==> src/rtl/core/lpm_pkg.sv <==
`timescale 1ns / 1ps

package lpm_pkg;

    localparam int unsigned LPM_TABLE_DEPTH = 64;

    localparam int unsigned ENTRY_INDEX_W = 6;
    localparam int unsigned ADDR_W        = 32;
    localparam int unsigned PORT_W        = 4;
    localparam int unsigned TTL_W         = 8;
    localparam int unsigned CHECKSUM_W    = 16;
    localparam int unsigned VERDICT_W     = 2;

    typedef enum logic {
        LPM_OP_WRITE  = 1'b0,
        LPM_OP_LOOKUP = 1'b1
    } lpm_op_t;

    typedef enum logic [VERDICT_W-1:0] {
        LPM_VERDICT_FORWARD     = 2'd0,
        LPM_VERDICT_TTL_EXPIRED = 2'd1,
        LPM_VERDICT_NO_ROUTE    = 2'd2,
        LPM_VERDICT_WRITTEN     = 2'd3
    } lpm_verdict_t;

    // Request as it travels down the cell chain. For a lookup, mask/hop/port
    // hold the best route found so far.
    typedef struct packed {
        logic                     is_write;
        logic [ENTRY_INDEX_W-1:0] idx;
        logic [ADDR_W-1:0]        addr;
        logic [ADDR_W-1:0]        mask;
        logic [ADDR_W-1:0]        hop;
        logic [PORT_W-1:0]        port;
        logic                     expired;
        logic                     found;
        logic [TTL_W-1:0]         ttl_out;
        logic [CHECKSUM_W-1:0]    chk_out;
    } lpm_req_t;

endpackage

==> src/rtl/core/lpm_cell.sv <==
`timescale 1ns / 1ps

module lpm_cell
    import lpm_pkg::*;
#(
    parameter int unsigned CELL_INDEX = 0
)
(
    input  logic     clk,
    input  logic     rst_n,
    input  logic     advance,
    input  logic     in_valid,
    input  lpm_req_t in_req,
    output logic     out_valid,
    output lpm_req_t out_req
);

    logic              entry_valid_reg;
    logic              entry_valid_next;
    logic [ADDR_W-1:0] prefix_reg;
    logic [ADDR_W-1:0] mask_reg;
    logic [ADDR_W-1:0] hop_reg;
    logic [PORT_W-1:0] port_reg;

    logic              req_valid_reg;
    logic              req_valid_next;
    lpm_req_t          req_reg;
    lpm_req_t          req_next;

    logic              wr_hit;
    logic              match;
    logic              take;

    always_comb
    begin
        wr_hit = advance && in_valid && in_req.is_write &&
                 (32'(in_req.idx) == 32'(CELL_INDEX));
        match  = entry_valid_reg && !in_req.is_write && !in_req.expired &&
                 ((in_req.addr & mask_reg) == prefix_reg);
        take   = match && (!in_req.found || (mask_reg > in_req.mask));
    end

    always_comb
    begin
        entry_valid_next = entry_valid_reg | wr_hit;
        req_valid_next   = advance ? in_valid : req_valid_reg;
        req_next         = in_req;
        if (take)
        begin
            req_next.found = 1'b1;
            req_next.mask  = mask_reg;
            req_next.hop   = hop_reg;
            req_next.port  = port_reg;
        end
    end

    always_ff @(posedge clk or negedge rst_n)
    begin
        if (!rst_n)
        begin
            entry_valid_reg <= 1'b0;
            req_valid_reg   <= 1'b0;
        end
        else
        begin
            entry_valid_reg <= entry_valid_next;
            req_valid_reg   <= req_valid_next;
        end
    end

    always_ff @(posedge clk)
    begin
        if (wr_hit)
        begin
            prefix_reg <= in_req.addr;
            mask_reg   <= in_req.mask;
            hop_reg    <= in_req.hop;
            port_reg   <= in_req.port;
        end
        if (advance)
        begin
            req_reg <= req_next;
        end
    end

    assign out_valid = req_valid_reg;
    assign out_req   = req_reg;

endmodule

==> config.mk <==
export PLATFORM = sky130hd
export DESIGN_NAME = lpm_cell
export DESIGN_NICKNAME = d
export VERILOG_FILES = /design/src/rtl/core/lpm_pkg.sv /design/src/rtl/core/lpm_cell.sv
export SDC_FILE = /design/constraint.sdc
export NUM_CORES = 1
export LEC_CHECK = 0
export BUFFER_PORTS_ARGS = -buffer_cell sky130_fd_sc_hd__buf_4
export CAP_MARGIN = 25
export CORE_UTILIZATION = 51
export DETAILED_ROUTE_END_ITERATION = 12
export PLACE_DENSITY_LB_ADDON = 0.12
export SLEW_MARGIN = 10
export SYNTH_ARGS = -nofsm -noshare
export SYNTH_HDL_FRONTEND = slang
export SYNTH_SLANG_ARGS = --single-unit
==> constraint.sdc <==
create_clock -name clk -period 3.65 [get_ports clk]
set_clock_uncertainty 0.15 [all_clocks]
set_input_delay 0.73 -clock clk [delete_from_list [all_inputs] [get_ports clk]]
set_output_delay 0.73 -clock clk [all_outputs]
set_load 0.005 [all_outputs]
## Yosys cells after proc, flatten, opt, wreduce, memory -nomap -nowiden

Index checks and enable logic that the tools add are counted.

| cells by class | value |
|---|---|
| bitwise logic cells | 2 |
| equal/unequal tests | 1 |
| magnitude comparators | 1 |
| reductions and logical operators | 12 |
| multiplexer cells | 1 |

Operator list:

| kind | count |
|---|---|
| 68-bit two-way mux | 1 |
| 32-bit bitwise AND | 1 |
| 32-bit equality test | 1 |
| 32-bit greater-than comparator | 1 |
| 1-bit logical AND | 7 |
| 6-bit zero test | 1 |
| 1-bit zero test | 3 |
| 1-bit logical OR | 1 |
| 1-bit bitwise OR | 1 |

| word-level totals | value |
|---|---|
| input port bits | 137 |
| flip-flop bits (word level) | 235 |
| word-level logic and storage cells | 33 |
| output and inout port bits | 134 |

## Logic depth before layout (Yosys ltp)

Gate-level depths: netlist of the first run.

| depth | value |
|---|---|
| depth after elaboration | 6 |
| gate-level depth with buffers | 10 |
| gate-level depth less buffers | 8 |

## Worst setup path before layout of the first run

Ideal clock, no wire load.

| timing path | value |
|---|---|
| kind | input -> register |
| start | in in_req[127] (netlist bit) |
| end | reg entry_valid_reg |
| path slack | -8252 ps |
| arrival time | 11625 ps |
| data required time | 3374 ps |
| stages on the path | 3 |
| cells stage by stage | or4_1 nor4_1 or2_2 |

| on the way | value |
|---|---|
| cells in the longest elaborated chain, start to end | 3 |

RTL lines:

| element | line | source |
|---|---|---|
| start, declared | lpm_cell.sv:13 | `input lpm_req_t in_req,` |
| 6-bit zero test | lpm_cell.sv:37 | `(32'(in_req.idx) == 32'(CELL_INDEX));` |
| 1-bit logical AND | lpm_cell.sv:36 | `wr_hit = advance && in_valid && in_req.is_write &&` |
| via wr_hit | lpm_cell.sv:30 | `logic wr_hit;` |
| 1-bit bitwise OR | lpm_cell.sv:45 | `entry_valid_next = entry_valid_reg \| wr_hit;` |
| via entry_valid_next | lpm_cell.sv:19 | `logic entry_valid_next;` |
| end signal, assigned | lpm_cell.sv:66 | `entry_valid_reg <= entry_valid_next;` |
| end, declared | lpm_cell.sv:18 | `logic entry_valid_reg;` |

The timed path passes the listed nets, and every way through them passes these cells.
A chain may end at the register's enable or synchronous reset.

==> impl_metrics.json, run 1 <==
{
  "core_sq_um": 18000,
  "synth_edf_count": 233,
  "ant_nets": 0,
  "cts_tree": "yes",
  "min_to": "out_req[15]",
  "grt_setup_unrepaired": "no",
  "grt_pass1_vias": 5575,
  "fp.dieW_microns": 137,
  "p_total_mw": 6.07,
  "syn-cell-area_sq_um": 9350,
  "finalWirelength_microns": 20200,
  "drt_iter0_drc": 343,
  "busiest_layer": "met2",
  "largest_reg_flops": 133,
  "setup-violations-final": 0,
  "synth_top_cell_area_share": 0.749,
  "via_per_inst": 5.23,
  "synth.yosys.seq_area_share": 0.754,
  "postCtsSetupBuffers": 0,
  "dieArea_sq_um": 18900,
  "synth_common_cells": "edfxtp_1, mux2_2, inv_1",
  "dpl.cell_count": 1008,
  "hold_depth": 1,
  "grt_overflow_total": 0,
  "setup_ws_ns": 0.402,
  "gp_congestion": 0.798,
  "max_cap_violations": 0,
  "timing.final.crit_period_ns": 3.25,
  "finalHoldViolCount": 0,
  "n_antenna_cell": 0,
  "fin_crit_sh": 0.890,
  "grt_use_met3": 0.0486,
  "drc": 0,
  "finalNetCount": 975,
  "finalInstanceArea_sq_um": 12500,
  "ir_drop_uv": 434,
  "dp_hpwl_microns": 14500,
  "clk_path_buf_depth": 3,
  "cp.arrival_ns": 3.35,
  "antenna_found_initial": 0,
  "path_class": "register to register",
  "drive_above_1_share": 0.469,
  "synth_most_common_cell": "edfxtp_1",
  "total_leakage_power_nw": 5.14,
  "cp.required_ns": 3.75,
  "fp.dieH_microns": 137,
  "cts-root-buf": "clkbuf_16",
  "syn_avg_cell_area_sq_um": 18.3,
  "maxSlewViolCount": 0,
  "power_density_nw_per_um2": 484,
  "cts.sinks": 235,
  "io_pins": 271,
  "start_util": 0.520,
  "min-delay-start": "in_req[15]",
  "grt_pass1_wl_microns": 29900,
  "stdcell_count": 1052,
  "use_met1": 0.276,
  "port_buffers": 270,
  "final_util": 0.698,
  "synth_ff_type": "edfxtp_1",
  "syn_nets": 679,
  "grt_max_degree": 64,
  "num_vias": 5503,
  "fillers": 1202,
  "synth_seq_cells": 235,
  "ys_types": 43,
  "synth_top_cell_by_area": "edfxtp_1",
  "fmax_mhz": 308,
  "wl_per_cell_microns": 19.2,
  "area_growth_syn_to_layout_pct": 34.2,
  "ff2ff_path_depth": 8,
  "place_ws_ns": 0.0800,
  "use_met2": 0.351,
  "endpoint_kind": "register",
  "placed_cell_area_sq_um": 11700,
  "yosysWarnings": 0,
  "cts_buffers": 24,
  "htreeDepth": 1,
  "r2r-start": "mask_reg[12]",
  "synthArstFlopShare": 0.00851,
  "clk_pin_slew_ns": 0.06,
  "synth_area_leaders": "edfxtp_1, mux2_2, ha_1, mux2_4, xor2_1",
  "slew_headroom": 0.654,
  "outcome": "finished, final reports clean",
  "r2r-end": "out_req[30]",
  "first_pass_iters": 4,
  "synthCells": 510,
  "ff2ff_setup_slack_ns": 0.40,
  "worst_setup_path_start_kind": "register",
  "worstMarginPinSlew_ns": 0.514,
  "min_path_type": "input pin to register",
  "rows": 49,
  "grt_usage": 0.210,
  "crit_path_max_fanout": 31,
  "clk_latency_ns": 0.51
}
==> routing by layer <==
layer | up-vias | wire (microns)
met3 | 23 | 1700
met4 | 0 | 352
met5 | - | 0
met1 | 2684 | 8330
li1 | 2576 | -
met2 | 220 | 9770
==> how the worst max path moves through the flow <==
stage                       startpoint           to  slack [ns]  cells after the start
after floorplan            in_req[127]   hop_reg[0]       -1.46                      2
after global placement      in_req[77]  out_req[54]        0.11                     10
after detailed placement    in_req[73]  out_req[56]        0.08                     10
after CTS                 mask_reg[12]  out_req[30]        0.41                      8
after global routing      mask_reg[14]  out_req[59]        0.26                      8
final                     mask_reg[12]  out_req[30]        0.40                      8
==> stage by stage <==
step	setup TNS, ns	hold WS, ns
finish	0	0.248
global route	0	0.224
CTS	0	0.226
detailed placement	0	0.329
global placement	0	0.321
floorplan	-147.11	0.284
==> critical path: stages (launching register included) <==
cell      delay [ns]
edfxtp_1        0.50
ha_1            0.34
nand4_1         0.16
nor4_1          0.43
nor2b_1         0.25
nor2_1          0.10
o311ai_4        0.39
buf_12          0.28
mux2_2          0.37
==> area by class of cell <==
type                       instances  area (sq um)  share of cell area
clock inverter                    12           139              0.0111
tap                              229           287              0.0228
clock buffer                      31           648              0.0517
inverter                          34           128              0.0102
sequential                       235          7050               0.562
timing repair buffer             277          2150               0.171
multi-input combinational        234          2150               0.171
==> kinds of logic (layout without fill, tap and decap cells) <==
group	Yosys count	after routing	synth area share
fa+ha+maj	32	32	0.0428
mux	69	69	0.0912
buf+inv	41	354	0.0194
flops	235	235	0.754
xor+xnor	16	16	0.0150
simple gates	72	72	0.0432
compound gates	45	45	0.0344
==> power breakdown <==
group	switching [mW]	internal [mW]	leakage (nW)
clock network	0.979	1.47	0.387
logic	0.194	0.291	2.53
registers	0.0374	3.11	2.23
==> placed cells by master, fill, tap and decap left out, types with 3 or more instances in the layout <==
master and instances:
nand3_1 8, buf_12 5, mux2_2 49, clkinv_1 3, and3b_1 4, nand2_1 29
clkinv_2 4, a21boi_0 3, ha_1 32, clkbuf_16 25, mux2_4 20, clkbuf_1 6
o21ai_0 3, inv_1 34, bufinv_16 3, and3_1 4, nand4_1 11, buf_4 270
a21o_1 5, xor2_1 15, a211oi_1 3, edfxtp_1 233, a21oi_1 15
==> repair_timing <==
action,CTS,global route
hold buffers,1,0
endpoints found under the hold margin,2,0
resized for setup,0,0
Power figures use the tool's default switching activity.
==> run 2, diff against run 1 <==
==> constraint.sdc (replaced) <==
create_clock -name clk -period 3.65 [get_ports clk]
set_clock_uncertainty 0.15 [all_clocks]
set_input_delay 0.1825 -clock clk [delete_from_list [all_inputs] [get_ports clk]]
set_output_delay 0.1825 -clock clk [all_outputs]
set_load 0.005 [all_outputs]
==> run 2 against run 1 <==
Register-to-register slack worse by 0.03 ns. Power is 2.3% higher. Hold slack worse by 0.055 ns. Clock-buffer cell count shrank 2. Critical path depth is the same. Largest cell class unchanged. Global-route usage rose by 3.5 points. Critical path type unchanged. Sequential power about the same. Utilization up 7.6 points.
==> impl_metrics.json, run 2 (synthesized netlist as in run 1, its figures left out) <==
{
  "setup_tns_ns": 0,
  "fp.dieH_microns": 137,
  "power_density_nw_per_um2": 447,
  "worst_setup_path_start_kind": "register",
  "worstMarginPinSlew_ns": 0.714,
  "grt_setup_unrepaired": "no",
  "largest_reg_flops": 133,
  "dieArea_sq_um": 18900,
  "fin_crit_sh": 0.898,
  "finalInstanceArea_sq_um": 13900,
  "drt_iter0_drc": 322,
  "slew_headroom": 0.524,
  "cp.arrival_ns": 3.37,
  "endpoint_kind": "register",
  "dp_hpwl_microns": 15200,
  "fmax_mhz": 305,
  "r2r-end": "out_req[55]",
  "min-delay-start": "advance",
  "finalNetCount": 1115,
  "cts-root-buf": "clkbuf_16",
  "ant_nets": 0,
  "hold_depth": 4,
  "n_antenna_cell": 0,
  "cts_buffers": 25,
  "p_total_mw": 6.22,
  "drive_above_1_share": 0.407,
  "wl_per_cell_microns": 19.6,
  "start_util": 0.520,
  "setup-violations-final": 0,
  "via_per_inst": 5.14,
  "grt_max_degree": 53,
  "first_pass_iters": 5,
  "grt_usage": 0.245,
  "core_sq_um": 18000,
  "grt_pass1_vias": 6355,
  "area_growth_syn_to_layout_pct": 48.9,
  "final_common_cell": "buf_4",
  "clk_pin_slew_ns": 0.06,
  "ff2ff_setup_slack_ns": 0.37,
  "cp.required_ns": 3.74,
  "timing.final.crit_period_ns": 3.28,
  "ir_drop_uv": 548,
  "maxSlewViolCount": 0,
  "gp_congestion": 0.825,
  "grt_pass1_wl_microns": 34200,
  "crit_path_max_fanout": 35,
  "min_to": "entry_valid_reg",
  "r2r-start": "mask_reg[12]",
  "port_buffers": 270,
  "grt_overflow_total": 0,
  "final_cell_mix": "buf_4, edfxtp_1, dlygate4sd3_1, mux2_2, inv_1",
  "placed_cell_area_sq_um": 11800,
  "clk_latency_ns": 0.50,
  "num_vias": 6122,
  "io_pins": 271,
  "finalWirelength_microns": 23300,
  "max_cap_violations": 0,
  "finalHoldViolCount": 0,
  "path_class": "register to register",
  "cts.sinks": 235,
  "ff2ff_path_depth": 8,
  "total_leakage_power_nw": 5.72,
  "antenna_found_initial": 0,
  "min_path_type": "input pin to register",
  "dpl.cell_count": 1011,
  "htreeDepth": 1,
  "clk_path_buf_depth": 3,
  "drc": 0,
  "cts_tree": "yes",
  "rows": 49,
  "outcome": "finished, final reports clean",
  "fp.dieW_microns": 137,
  "stdcell_count": 1190
}
[run 2: cell count changes in the layout (fill, tap and decap cells not counted)]
cell and change:
dlygate4sd3_1 +135, buf_4 +4, clkbuf_1 -2, clkinvlp_4 +2
buf_12 -1, buf_6 +1, clkinv_4 -1
[run 2: worst max-delay path, stage by stage (launching register included)]
cell and delay (ns):
edfxtp_1 0.50, ha_1 0.33, nand4_1 0.17, nor4_1 0.42, nor2b_1 0.23, nor2_1 0.11, o311ai_4 0.39, buf_12 0.30
mux2_2 0.38
[run 2: timing repair]
item	CTS	global route
resized for setup	0	0
setup buffers	0	0
endpoints found under the hold margin	244	0
hold buffers	136	0
[run 2: report_power, final]
group / total [mW] / leakage, nW / switching (mW) / internal [mW]
sequential: 3.15 / 2.23 / 0.0424 / 3.11
combinational: 0.616 / 3.11 / 0.231 / 0.385
clock: 2.45 / 0.380 / 0.986 / 1.46
[run 2: through the flow]
stage / hold slack [ns] / utilization / worst slack, ns
floorplan: -0.263 / - / -0.909
global placement: -0.182 / 0.654 / 0.499
detailed placement: -0.181 / 0.654 / 0.400
CTS: 0.0766 / 0.774 / 0.385
global route: 0.192 / 0.775 / 0.201
finish: 0.193 / 0.775 / 0.372
[run 2: cell type report]
class                      instances  area, sq um
multi-input combinational        234         2150
clock buffer                      29          641
fill                            1029         4050
inverter                          34          128
sequential                       235         7050
clock inverter                    13          145
timing repair buffer             416         3520
tap                              229          287
[run 2: per-layer routing]
| metal | share of wire | track usage |
|---|---|---|
| met1 | 0.41 | 0.312 |
| met2 | 0.51 | 0.430 |
| met3 | 0.065 | 0.0416 |
| met4 | 0.020 | 0.0678 |
| met5 | 0 | 0 |
[run 2: worst max path at each step]
stage	cells past startpoint	from	to
2_1_floorplan	2	in_req[127]	hop_reg[0]
3_3_place_gp	8	mask_reg[12]	out_req[60]
3_5_place_dp	8	mask_reg[12]	out_req[29]
6_report	8	mask_reg[12]	out_req[55]
4_1_cts	8	mask_reg[12]	out_req[53]
5_1_grt	8	mask_reg[12]	out_req[60]
==> run 3, diff against run 2 <==
--- a/config.mk
+++ b/config.mk
@@ -5,7 +5,7 @@
 export SDC_FILE = /design/constraint.sdc
 export NUM_CORES = 1
 export LEC_CHECK = 0
-export BUFFER_PORTS_ARGS = -buffer_cell sky130_fd_sc_hd__buf_4
+export BUFFER_PORTS_ARGS = -buffer_cell sky130_fd_sc_hd__buf_2
 export CAP_MARGIN = 25
 export CORE_UTILIZATION = 51
 export DETAILED_ROUTE_END_ITERATION = 12
==> run 3 against run 2 <==
Utilization is 3.7 points lower. Sequential power hardly changed. Worst setup slack hardly changed. Critical path depth stayed put. Fmax hardly changed. Clock power is 2% higher. Register-to-register slack hardly changed. Critical endpoint is now out_req[37]. Largest cell class unchanged. Highest routed layer unchanged.
==> impl_metrics.json, run 3 (synthesized netlist as in run 1, its figures left out) <==
{
  "finalWirelength_microns": 22400,
  "cp_slowest_cell": "edfxtp_1",
  "timing.final.crit_period_ns": 3.28,
  "clk_latency_ns": 0.51,
  "cts-root-buf": "clkbuf_16",
  "dieArea_sq_um": 18900,
  "min-delay-start": "advance",
  "num_vias": 6076,
  "setup_tns_ns": 0,
  "worst_setup_path_start_kind": "register",
  "grt_usage": 0.232,
  "fillers": 1122,
  "drive_above_1_share": 0.404,
  "io_pins": 271,
  "fin_crit_sh": 0.898,
  "p_total_mw": 6.16,
  "r2r-end": "out_req[37]",
  "drc": 0,
  "cts.hold.buffers_added": 136,
  "cts_tree": "yes",
  "ff2ff_setup_slack_ns": 0.37,
  "crit_path_max_incr_delay_ns": 0.50,
  "total_leakage_power_nw": 5.48,
  "n_antenna_cell": 0,
  "first_pass_iters": 4,
  "grt_overflow_total": 0,
  "fp.dieW_microns": 137,
  "core_sq_um": 18000,
  "crit_path_max_fanout": 41,
  "final_common_cell": "buf_2",
  "htreeDepth": 1,
  "maxSlewViolCount": 0,
  "area_growth_syn_to_layout_pct": 41.7,
  "clk_pin_slew_ns": 0.06,
  "largest_reg_flops": 133,
  "post_cts_resized": 0,
  "cp.arrival_ns": 3.37,
  "setup-violations-final": 0,
  "finalHoldViolCount": 0,
  "rows": 49,
  "ir_drop_uv": 395,
  "outcome": "finished, final reports clean",
  "cts.sinks": 235,
  "final_cell_mix": "buf_2, edfxtp_1, dlygate4sd3_1, mux2_2, inv_1",
  "finalNetCount": 1110,
  "grt_pass1_vias": 6243,
  "slew_headroom": 0.463,
  "hold_depth": 2,
  "dpl.cell_count": 1008,
  "placed_cell_area_sq_um": 11100,
  "postCtsSetupBuffers": 0,
  "antenna_found_initial": 0,
  "wl_per_cell_microns": 18.9,
  "min_path_type": "input pin to register",
  "grt_setup_unrepaired": "no",
  "finalInstanceArea_sq_um": 13200,
  "min_to": "out_req[127]",
  "port_buffers": 270,
  "path_cells": "ha_1 -> nand4_1 -> nor4_1 -> nor2b_1 -> nor2_1 -> o311ai_4 -> buf_12 -> mux2_2",
  "fmax_mhz": 305,
  "ff2ff_path_depth": 8,
  "fp.dieH_microns": 137,
  "dp_hpwl_microns": 14400,
  "cp.required_ns": 3.74,
  "via_per_inst": 5.11,
  "stdcell_count": 1188,
  "power_density_nw_per_um2": 465,
  "grt_max_degree": 76,
  "clk_path_buf_depth": 3,
  "worstMarginPinSlew_ns": 0.806,
  "grt_pass1_wl_microns": 33000,
  "endpoint_kind": "register",
  "r2r-start": "mask_reg[12]",
  "start_util": 0.520,
  "max_cap_violations": 0,
  "drt_iter0_drc": 305,
  "path_class": "register to register",
  "cts_buffers": 24,
  "ant_nets": 0,
  "final_util": 0.737,
  "gp_congestion": 0.837
}
==> run 3: changes by cell type in the layout (fill, tap and decap cells not counted), sizes merged <==
cell / delta
clkbuf: +1
bufinv: +1
buf: -4
clkinv: +2
inv: -1
clkinvlp: -1
==> run 3: where the power goes <==
group          switching (mW)  leakage [nW]  internal (mW)
registers              0.0348          2.23           3.11
logic                   0.221          2.86          0.286
clock network           0.976         0.396           1.53
==> run 3: final cells by class <==
class | instances | area, sq um | share of cell area
clock buffer | 30 | 644 | 0.0486
sequential | 235 | 7050 | 0.532
tap | 229 | 287 | 0.0216
clock inverter | 14 | 168 | 0.0127
multi-input combinational | 234 | 2150 | 0.162
inverter | 34 | 128 | 0.00963
timing repair buffer | 412 | 2830 | 0.213
==> run 3: worst max path at each step <==
stage                 startpoint     endpoint  slack, ns  cells past startpoint
CTS                 mask_reg[12]  out_req[42]       0.38                      8
detailed placement  mask_reg[12]  out_req[42]       0.42                      8
floorplan            in_req[127]   hop_reg[0]      -0.91                      2
global route        mask_reg[14]  out_req[42]       0.17                      8
finish              mask_reg[12]  out_req[37]       0.37                      8
global placement    mask_reg[12]  out_req[58]       0.48                      8
==> run 3: worst max-delay path, delay by kind of cell, from the launching register on <==
family | cells | cell delay (ns)
and+or+nand+nor | 4 | 0.92
DFF | 1 | 0.50
AOI/OAI and AO/OA | 1 | 0.40
muxes | 1 | 0.37
adders and majority gates | 1 | 0.33
buffers and inverters | 1 | 0.31
==> run 3: stage by stage <==
step / setup WS, ns / hold slack, ns
floorplan: -0.909 / -0.263
global placement: 0.479 / -0.177
detailed placement: 0.419 / -0.177
CTS: 0.377 / 0.0952
global route: 0.172 / 0.106
finish: 0.372 / 0.102
==> run 3: layer usage <==
| layer | track usage | part of all wire |
|---|---|---|
| met1 | 0.301 | 0.42 |
| met2 | 0.399 | 0.50 |
| met3 | 0.0460 | 0.062 |
| met4 | 0.0574 | 0.013 |
| met5 | 0 | 0 |
